$ cat src/design/dnsp_pkg.sv
// dnsp_pkg: types and constants shared by the DNS response parser modules.
// No dependencies.
package dnsp_pkg;

  // Field parse phases of one message
  typedef enum logic [3:0] {
    PH_HEADER = 4'd0,
    PH_QNAME  = 4'd1,
    PH_QPTR   = 4'd2,
    PH_QTAIL  = 4'd3,
    PH_ANAME  = 4'd4,
    PH_APTR   = 4'd5,
    PH_AFIXED = 4'd6,
    PH_ADATA  = 4'd7,
    PH_AADDR  = 4'd8,
    PH_DONE   = 4'd9
  } dnsp_phase_t;

  // Result status codes
  localparam logic [1:0] ST_FOUND     = 2'd0;
  localparam logic [1:0] ST_SERVER    = 2'd1;
  localparam logic [1:0] ST_NO_ANSWER = 2'd2;

  // Fixed message layout
  localparam logic [3:0] HDR_LAST    = 4'd11;  // last header byte
  localparam logic [3:0] QTAIL_LAST  = 4'd3;   // last question type/class byte
  localparam logic [3:0] FIXED_LAST  = 4'd9;   // last fixed record byte
  localparam logic [3:0] ADDR_LAST   = 4'd3;   // last address byte
  localparam logic [1:0] PTR_MARK    = 2'b11;  // compression pointer top bits

  // One result item
  typedef struct packed {
    logic [15:0] query_id;
    logic [1:0]  status;
    logic [3:0]  response_code;
    logic [31:0] address;
  } dnsp_result_t;

endpackage

$ cat src/design/dns_response_a_record_parser_core.sv
// dns_response_a_record_parser_core: top level of the DNS response parser.
// Input register, dnsp_field_fsm and result register. Uses dnsp_pkg.
//
// Usage:
//   Input channel (in_valid/in_ready) carries one message byte per item in
//   data_byte, with end_of_message set on the final byte. Output channel
//   (out_valid/out_ready) carries one result per message: query_id, status,
//   response_code and address (zero unless status is found).
//   Throughput: one byte per cycle, including back-to-back messages; only a
//   final byte can stall, while an earlier result still waits. Each byte
//   sits in the input register while the field state machine updates; the
//   result of a message then goes to the result register, driving out_valid.
//   The result register holds one result; while it waits, the input register
//   still takes bytes, and only a second final byte waits there until the
//   receiver takes the first result, which then stalls the input side.
//   Reset (rst, synchronous) empties both registers and returns the parser to
//   the header phase. Bytes past MAX_MESSAGE_BYTES are not parsed.
module dns_response_a_record_parser_core import dnsp_pkg::*; #(
  parameter int MAX_MESSAGE_BYTES = 512
) (
  input  logic        clk,
  input  logic        rst,
  input  logic        in_valid,
  output logic        in_ready,
  input  logic [7:0]  data_byte,
  input  logic        end_of_message,
  output logic        out_valid,
  input  logic        out_ready,
  output logic [15:0] query_id,
  output logic [1:0]  status,
  output logic [3:0]  response_code,
  output logic [31:0] address
);

  logic         in_full;
  logic [7:0]   in_byte;
  logic         in_last;
  logic         step;
  dnsp_result_t step_result;
  dnsp_result_t out_result;

  // A byte moves on unless it is a final byte and the result slot is taken
  assign step     = in_full && (!in_last || !out_valid || out_ready);
  assign in_ready = !in_full || step;

  // Input register
  always_ff @(posedge clk) begin
    if (rst) begin
      in_full <= 1'b0;
    end else if (in_ready) begin
      in_full <= in_valid;
    end
  end

  always_ff @(posedge clk) begin
    if (in_valid && in_ready) begin
      in_byte <= data_byte;
      in_last <= end_of_message;
    end
  end

  dnsp_field_fsm #(
    .MAX_MESSAGE_BYTES(MAX_MESSAGE_BYTES)
  ) u_fsm (
    .clk            (clk),
    .rst            (rst),
    .step           (step),
    .data_byte      (in_byte),
    .end_of_message (in_last),
    .result         (step_result)
  );

  // Result register
  always_ff @(posedge clk) begin
    if (rst) begin
      out_valid <= 1'b0;
    end else if (step && in_last) begin
      out_valid <= 1'b1;
    end else if (out_ready) begin
      out_valid <= 1'b0;
    end
  end

  always_ff @(posedge clk) begin
    if (step && in_last) begin
      out_result <= step_result;
    end
  end

  assign query_id      = out_result.query_id;
  assign status        = out_result.status;
  assign response_code = out_result.response_code;
  assign address       = out_result.address;

`ifndef NO_ASSERTIONS
  a_status_code: assert property (@(posedge clk) disable iff (rst)
    out_valid |-> status == ST_FOUND || status == ST_SERVER || status == ST_NO_ANSWER)
    else $error("undefined status code");
  a_addr_zero: assert property (@(posedge clk) disable iff (rst)
    out_valid && status != ST_FOUND |-> address == 32'd0)
    else $error("address set without a found status");
  a_server_code: assert property (@(posedge clk) disable iff (rst)
    out_valid |-> (status == ST_SERVER) == (response_code != 4'd0))
    else $error("status disagrees with response code");
  a_no_overwrite: assert property (@(posedge clk) disable iff (rst)
    out_valid && !out_ready |-> !(step && in_last))
    else $error("result overwritten while waiting");
`endif

endmodule

$ cat src/design/dnsp_field_fsm.sv
// dnsp_field_fsm: per-byte field state machine of the DNS response parser.
// Holds all message state and forms the result on the final byte. Uses dnsp_pkg.
module dnsp_field_fsm import dnsp_pkg::*; #(
  parameter int MAX_MESSAGE_BYTES = 512
) (
  input  logic         clk,
  input  logic         rst,
  input  logic         step,
  input  logic [7:0]   data_byte,
  input  logic         end_of_message,
  output dnsp_result_t result
);

  localparam int SEEN_W = $clog2(MAX_MESSAGE_BYTES + 2);
  localparam logic [SEEN_W-1:0] SEEN_MAX = SEEN_W'(MAX_MESSAGE_BYTES);

  dnsp_phase_t       phase, phase_next;
  logic [3:0]        byte_position, byte_position_next;
  logic [15:0]       header_id, header_id_next;
  logic              resp_bit, resp_bit_next;
  logic [3:0]        rcode, rcode_next;
  logic [15:0]       answers_left, answers_left_next;
  logic [5:0]        label_bytes_left, label_bytes_left_next;
  logic [15:0]       record_data_left, record_data_left_next;
  logic              type_class_match, type_class_match_next;
  logic [31:0]       found_address, found_address_next;
  logic              found_flag, found_flag_next;
  logic [SEEN_W-1:0] seen, seen_next;
  logic [15:0]       answers_dec;

  assign answers_dec = answers_left - 16'd1;

  // Next state for one byte
  always_comb begin
    phase_next            = phase;
    byte_position_next    = byte_position;
    header_id_next        = header_id;
    resp_bit_next         = resp_bit;
    rcode_next            = rcode;
    answers_left_next     = answers_left;
    label_bytes_left_next = label_bytes_left;
    record_data_left_next = record_data_left;
    type_class_match_next = type_class_match;
    found_address_next    = found_address;
    found_flag_next       = found_flag;
    seen_next             = (seen <= SEEN_MAX) ? seen + SEEN_W'(1) : seen;

    // bytes past the length limit are not parsed; the count stops one past it
    if (seen_next <= SEEN_MAX) begin
      case (phase)
        PH_HEADER: begin
          case (byte_position)
            4'd0:    header_id_next[15:8]    = data_byte;
            4'd1:    header_id_next[7:0]     = data_byte;
            4'd2:    resp_bit_next           = data_byte[7];
            4'd3:    rcode_next              = data_byte[3:0];
            4'd6:    answers_left_next[15:8] = data_byte;
            4'd7:    answers_left_next[7:0]  = data_byte;
            default: ;
          endcase
          byte_position_next = byte_position + 4'd1;
          if (byte_position == HDR_LAST) begin
            phase_next            = PH_QNAME;
            label_bytes_left_next = '0;
            byte_position_next    = '0;
          end
        end
        PH_QNAME, PH_ANAME: begin
          if (label_bytes_left != '0) begin
            label_bytes_left_next = label_bytes_left - 6'd1;
          end else if (data_byte == 8'd0) begin
            // root label ends the name
            byte_position_next = '0;
            if (phase == PH_QNAME) begin
              phase_next = PH_QTAIL;
            end else begin
              phase_next            = PH_AFIXED;
              type_class_match_next = 1'b1;
              record_data_left_next = '0;
            end
          end else if (data_byte[7:6] == PTR_MARK) begin
            phase_next = (phase == PH_QNAME) ? PH_QPTR : PH_APTR;
          end else begin
            label_bytes_left_next = data_byte[5:0];
          end
        end
        PH_QPTR: begin
          byte_position_next = '0;
          phase_next         = PH_QTAIL;
        end
        PH_APTR: begin
          byte_position_next    = '0;
          phase_next            = PH_AFIXED;
          type_class_match_next = 1'b1;
          record_data_left_next = '0;
        end
        PH_QTAIL: begin
          byte_position_next = byte_position + 4'd1;
          if (byte_position == QTAIL_LAST) begin
            if (answers_left == '0) begin
              phase_next = PH_DONE;
            end else begin
              phase_next            = PH_ANAME;
              label_bytes_left_next = '0;
            end
          end
        end
        PH_AFIXED: begin
          // type and class must both read 0x0001
          if (byte_position < 4'd4) begin
            if (data_byte != {7'd0, byte_position[0]}) type_class_match_next = 1'b0;
          end else if (byte_position == 4'd8) begin
            record_data_left_next = {data_byte, 8'h00};
          end else if (byte_position == FIXED_LAST) begin
            record_data_left_next = {record_data_left[15:8], data_byte};
          end
          byte_position_next = byte_position + 4'd1;
          if (byte_position == FIXED_LAST) begin
            byte_position_next = '0;
            if (type_class_match) begin
              phase_next         = PH_AADDR;
              found_address_next = '0;
            end else if ({record_data_left[15:8], data_byte} != 16'd0) begin
              phase_next = PH_ADATA;
            end else begin
              answers_left_next = answers_dec;
              if (answers_dec == '0) begin
                phase_next = PH_DONE;
              end else begin
                phase_next            = PH_ANAME;
                label_bytes_left_next = '0;
              end
            end
          end
        end
        PH_ADATA: begin
          record_data_left_next = record_data_left - 16'd1;
          if (record_data_left == 16'd1) begin
            answers_left_next = answers_dec;
            if (answers_dec == '0) begin
              phase_next = PH_DONE;
            end else begin
              phase_next            = PH_ANAME;
              label_bytes_left_next = '0;
            end
          end
        end
        PH_AADDR: begin
          found_address_next = {found_address[23:0], data_byte};
          byte_position_next = byte_position + 4'd1;
          if (byte_position == ADDR_LAST) begin
            found_flag_next = 1'b1;
            phase_next      = PH_DONE;
          end
        end
        default: ;
      endcase
    end
  end

  // Result as seen after the final byte
  always_comb begin
    result.query_id      = header_id_next;
    result.response_code = rcode_next;
    if (rcode_next != 4'd0) begin
      result.status = ST_SERVER;
    end else if (found_flag_next && resp_bit_next && seen_next <= SEEN_MAX) begin
      result.status = ST_FOUND;
    end else begin
      result.status = ST_NO_ANSWER;
    end
    result.address = (result.status == ST_FOUND) ? found_address_next : 32'd0;
  end

  // State registers; the final byte returns everything to the reset state
  always_ff @(posedge clk) begin
    if (rst || (step && end_of_message)) begin
      phase            <= PH_HEADER;
      byte_position    <= '0;
      header_id        <= '0;
      resp_bit         <= 1'b0;
      rcode            <= '0;
      answers_left     <= '0;
      label_bytes_left <= '0;
      record_data_left <= '0;
      type_class_match <= 1'b0;
      found_address    <= '0;
      found_flag       <= 1'b0;
      seen             <= '0;
    end else if (step) begin
      phase            <= phase_next;
      byte_position    <= byte_position_next;
      header_id        <= header_id_next;
      resp_bit         <= resp_bit_next;
      rcode            <= rcode_next;
      answers_left     <= answers_left_next;
      label_bytes_left <= label_bytes_left_next;
      record_data_left <= record_data_left_next;
      type_class_match <= type_class_match_next;
      found_address    <= found_address_next;
      found_flag       <= found_flag_next;
      seen             <= seen_next;
    end
  end

`ifndef NO_ASSERTIONS
  a_hdr_pos: assert property (@(posedge clk) disable iff (rst)
    phase == PH_HEADER |-> byte_position <= HDR_LAST)
    else $error("header byte position out of range");
  a_msg_restart: assert property (@(posedge clk) disable iff (rst)
    step && end_of_message |=> phase == PH_HEADER && seen == '0)
    else $error("parser did not restart after final byte");
  a_found_done: assert property (@(posedge clk) disable iff (rst)
    found_flag |-> phase == PH_DONE)
    else $error("address found outside done phase");
  a_seen_cap: assert property (@(posedge clk) disable iff (rst)
    seen <= SEEN_MAX + SEEN_W'(1))
    else $error("byte count past its cap");
`endif

endmodule
$ cat config.mk
export PLATFORM = sky130hd
export DESIGN_NAME = dns_response_a_record_parser_core
export DESIGN_NICKNAME = d
export VERILOG_FILES = /design/src/design/dnsp_pkg.sv /design/src/design/dns_response_a_record_parser_core.sv /design/src/design/dnsp_field_fsm.sv
export SDC_FILE = /design/constraint.sdc
export NUM_CORES = 1
export LEC_CHECK = 0
export ABC_AREA = 1
export BUFFER_PORTS_ARGS = -buffer_cell sky130_fd_sc_hd__buf_4
export CORE_UTILIZATION = 35
export DETAILED_ROUTE_END_ITERATION = 12
export SYNTH_ARGS = -nofsm -noshare
export SYNTH_HDL_FRONTEND = slang
export SYNTH_HIERARCHICAL = 1
export SYNTH_SLANG_ARGS = --single-unit
$ cat constraint.sdc
create_clock -name clk -period 3.35 [get_ports clk]
set_clock_uncertainty 0.15 [all_clocks]
set_input_delay 0.5025 -clock clk [delete_from_list [all_inputs] [get_ports clk]]
set_output_delay 0.5025 -clock clk [all_outputs]
set_load 0.05 [all_outputs]
==> impl_metrics.csv <==
group,metric,value,unit
cells_and_area,nets,1565,
critical_path,crit_cells,16,
drt,ant_nets,0,
logic_synthesis,syn_nets,1509,
sta,drv_slew,0,
grt,overflow,0,
critical_path,reg2reg_slack,0.32,ns
place,place.gp.congestion,0.919,
drt,via_per_inst,4.88,
drt,totalWireLength,26700,microns
place,post_dp_cell_area,11100,sq um
critical_path,crit_buf_inv,4,
drt,routedWlPerCell,13.8,microns
sta,tns,0,ns
cells_and_area,drive_gt1_frac,0.111,
clocking,ctsHoldBuffers,0,
pwr,pwr-share-clk,0.417,
critical_path,crit_arrival,3.18,ns
sta,setup_viol,0,
worst_hold_path,worstHoldPathType,"primary input to flip-flop",
status,status,"completed",
clocking,clk_pin_slew,0.08,ns
drt,drc,0,
sta,slew_headroom,0.481,
critical_path,reg2regPathDepth,16,
sta,post-route-min-period,3.03,ns
grt,grt_antenna_before_repair,0,
clocking,cts_tree,"built",
logic_synthesis,synth_edf_count,63,
clocking,cts_buffers,17,
pwr,irDropWorstVdd,0.000288,V
pwr,power.leakage,5.65,nW
pwr,p_sw_frac,0.279,
critical_path,slowest_delay,0.37,ns
sta,setup_slack,0.323,ns
logic_synthesis,synth_ff_type,"dfxtp_1",
pwr,power_density,427,nW/um^2
grt,grt_pass1_wl,44100,microns
critical_path,cp.required,3.51,ns
cells_and_area,area_growth,15.7,%
floorplanning,pin_count,69,
critical_path,crit_path_top_delay_cell,"dfxtp_1",
clocking,cts-htree-levels,4,
grt,grt_pass1_vias,8685,
logic_synthesis,async_flop_share,0,
critical_path,crit_type,"flip-flop to flip-flop",
clocking,cts.sinks,176,
logic_synthesis,synth_area_leaders,"dfxtp_1, edfxtp_1, nand2_1",
cells_and_area,utilization,0.417,
logic_synthesis,seq_area_frac_synth,0.409,
run,cap_violations,0,
grt,grt_max_degree,60,
pwr,p_switching,1.40,mW
place,dpl.cell_count,1898,
floorplanning,start_util,0.361,
pwr,p_int,3.62,mW
drt,dr.pass1.iters,5,
sta,rsz0062_at_grt,"false",
floorplanning,die_w,172,microns
critical_path,path_max_fanout,32,
critical_path,startpoint_type,"flip-flop",
logic_synthesis,postSynthAreaPerCell,6.85,sq um
place,port_buffers,68,
cells_and_area,antennaDiodeCount,0,
clocking,root_buffer,"clkbuf_16",
pwr,power.share.sequential,0.471,
sta,fin_hold_ws,0.0931,ns
place,hpwl,18300,microns
sta,tightestPinTransition,0.777,ns
sta,finalHoldViolCount,0,
critical_path,crit_end,"address[14]$_DFFE_PP_",
pwr,power.share.combinational,0.112,
critical_path,crit_chain,"inv_1 -> ha_1 -> nand2_1 -> nor2_1 -> nand2_4 -> nand2_4 -> a21boi_1 -> nand2_1 -> nor2_1 -> nand2_2 -> nand2_4 -> inv_1 -> buf_4 -> o21ai_0 -> inv_1 -> nor2_1",
floorplanning,core_area,28200,sq um
sta,fmax,330,MHz
logic_synthesis,synth_cells,1483,
critical_path,r2r_end,"address[14]$_DFFE_PP_",
logic_synthesis,yosys.area.top_type_share,0.223,
floorplanning,num_rows,61,
pwr,finalPower,5.02,mW
critical_path,critPathCaptureType,"flip-flop",
sta,fin_crit_sh,0.903,
critical_path,critPathTopFamily,"simple AND/OR/NAND/NOR gates",
logic_synthesis,synth_area,10200,sq um
place,pre_cts_ws,0.366,ns
logic_synthesis,synth_warnings,6,
logic_synthesis,synth_cell_types,44,
floorplanning,die-area,29700,sq um
logic_synthesis,synth-seq-cells,176,
cells_and_area,fillers,2913,
drt,vias,9410,
clocking,ctsLongestPathBuffers,2,
clocking,clock_latency,0.44,ns
critical_path,startpoint,"u_fsm/seen[0]$_SDFFE_PP0P_",
cells_and_area,final_area,11800,sq um
drt,initialDrtViolationCount,841,
cells_and_area,layout.cells.non_filler,1930,
critical_path,r2r-start,"u_fsm/seen[0]$_SDFFE_PP0P_",
floorplanning,fp.dieH,172,microns
logic_synthesis,yosysTopAreaCell,"dfxtp_1",
grt,grt_usage,0.188,
-- per-layer routing --
layer	up-vias	track usage	wire [microns]
met2	219	0.299	12300
met3	23	0.0300	1190
li1	4869	-	-
met1	4299	0.261	12900
met4	0	0.0554	297
met5	-	0	0
-- cells in the mapped netlist, types with 5 or more instances --
cell type,n
nand2_1,320
nor2_1,241
inv_1,224
o21ai_0,146
dfxtp_1,113
edfxtp_1,63
nand3_1,56
a21oi_1,48
o21ai_1,44
clkbuf_1,43
a22oi_1,32
nor2_2,14
o22ai_1,14
ha_1,13
nand4_1,13
xor2_1,12
buf_2,11
nor3_1,10
o211ai_1,9
nand2_4,6
buf_6,5
inv_2,5
-- cell families (layout without fill, tap and decap cells) --
family,after synthesis,after routing,share of synthesized area
AOI/OAI and AO/OA,308,308,0.170
xor gates and xnor gates,16,16,0.0138
adders and majority gates,13,13,0.0160
buffers and inverters,296,365,0.116
DFF,176,176,0.409
and+or+nand+nor,674,674,0.276
-- layout by cell type, fill, tap and decap left out, types with 13 or more instances in the layout --
cell / instances
o22ai_1: 14
a21oi_1: 47
edfxtp_1: 63
buf_4: 97
ha_1: 13
o21ai_0: 145
dfxtp_1: 113
a22oi_1: 32
nand3_1: 56
nand2_1: 320
inv_1: 223
nor2_2: 14
clkbuf_16: 17
nand4_1: 13
o21ai_1: 45
nor2_1: 241
-- area by class of cell --
class                      instances  area, sq um  share of cell area
clock inverter                    14          174              0.0148
tap                              378          473              0.0402
sequential                       176         4150               0.353
inverter                         233          875              0.0744
timing repair buffer             100          788              0.0671
multi-input combinational       1011         4850               0.413
clock buffer                      18          439              0.0374
-- worst reg2reg max path, stage by stage (launching register included) --
cell and delay (ns):
dfxtp_1 0.37, inv_1 0.11, ha_1 0.21, nand2_1 0.06, nor2_1 0.06, nand2_4 0.11
nand2_4 0.10, a21boi_1 0.24, nand2_1 0.09, nor2_1 0.18, nand2_2 0.16, nand2_4 0.25
inv_1 0.07, buf_4 0.24, o21ai_0 0.32, inv_1 0.07, nor2_1 0.10
-- state kept, by name, indices dropped and copies added (netlist names), 6 cells and up --
register,flops
address,32
in_byte,8
query_id,16
u_fsm/answers_left,16
u_fsm/found_address,32
u_fsm/header_id,16
u_fsm/label_bytes_left,6
u_fsm/record_data_left,16
u_fsm/seen,10
-- what timing repair did --
item / 4_1_cts / 5_1_grt
resized for setup: 0 / 1
endpoints found under the setup margin: 0 / 1
setup buffers: 0 / 0
-- power groups by stage --
stage | registers (mW) | clock network, mW | logic [mW]
after floorplan | 2.46 | 0 | 0.341
after global placement | 2.41 | 0 | 0.554
after detailed placement | 2.41 | 0 | 0.565
after CTS | 2.36 | 2.14 | 0.568
after global routing | 2.37 | 2.23 | 0.640
final | 2.36 | 2.09 | 0.563
-- how the worst min path moves through the flow --
| stage | depth (start not counted) | slack, ns | end | start |
|---|---|---|---|---|
| floorplan | 2 | 0.33 | u_fsm/found_flag$_SDFFE_PP0P_ | u_fsm/found_flag$_SDFFE_PP0P_ |
| global placement | 2 | 0.35 | u_fsm/found_flag$_SDFFE_PP0P_ | u_fsm/found_flag$_SDFFE_PP0P_ |
| detailed placement | 2 | 0.36 | u_fsm/found_flag$_SDFFE_PP0P_ | u_fsm/found_flag$_SDFFE_PP0P_ |
| CTS | 1 | 0.07 | in_last$_DFFE_PP_ | end_of_message |
| global route | 1 | 0.07 | in_last$_DFFE_PP_ | end_of_message |
| finish | 1 | 0.09 | in_byte[1]$_DFFE_PP_ | data_byte[1] |
Note: power is estimated with default switching activity, not from simulation.
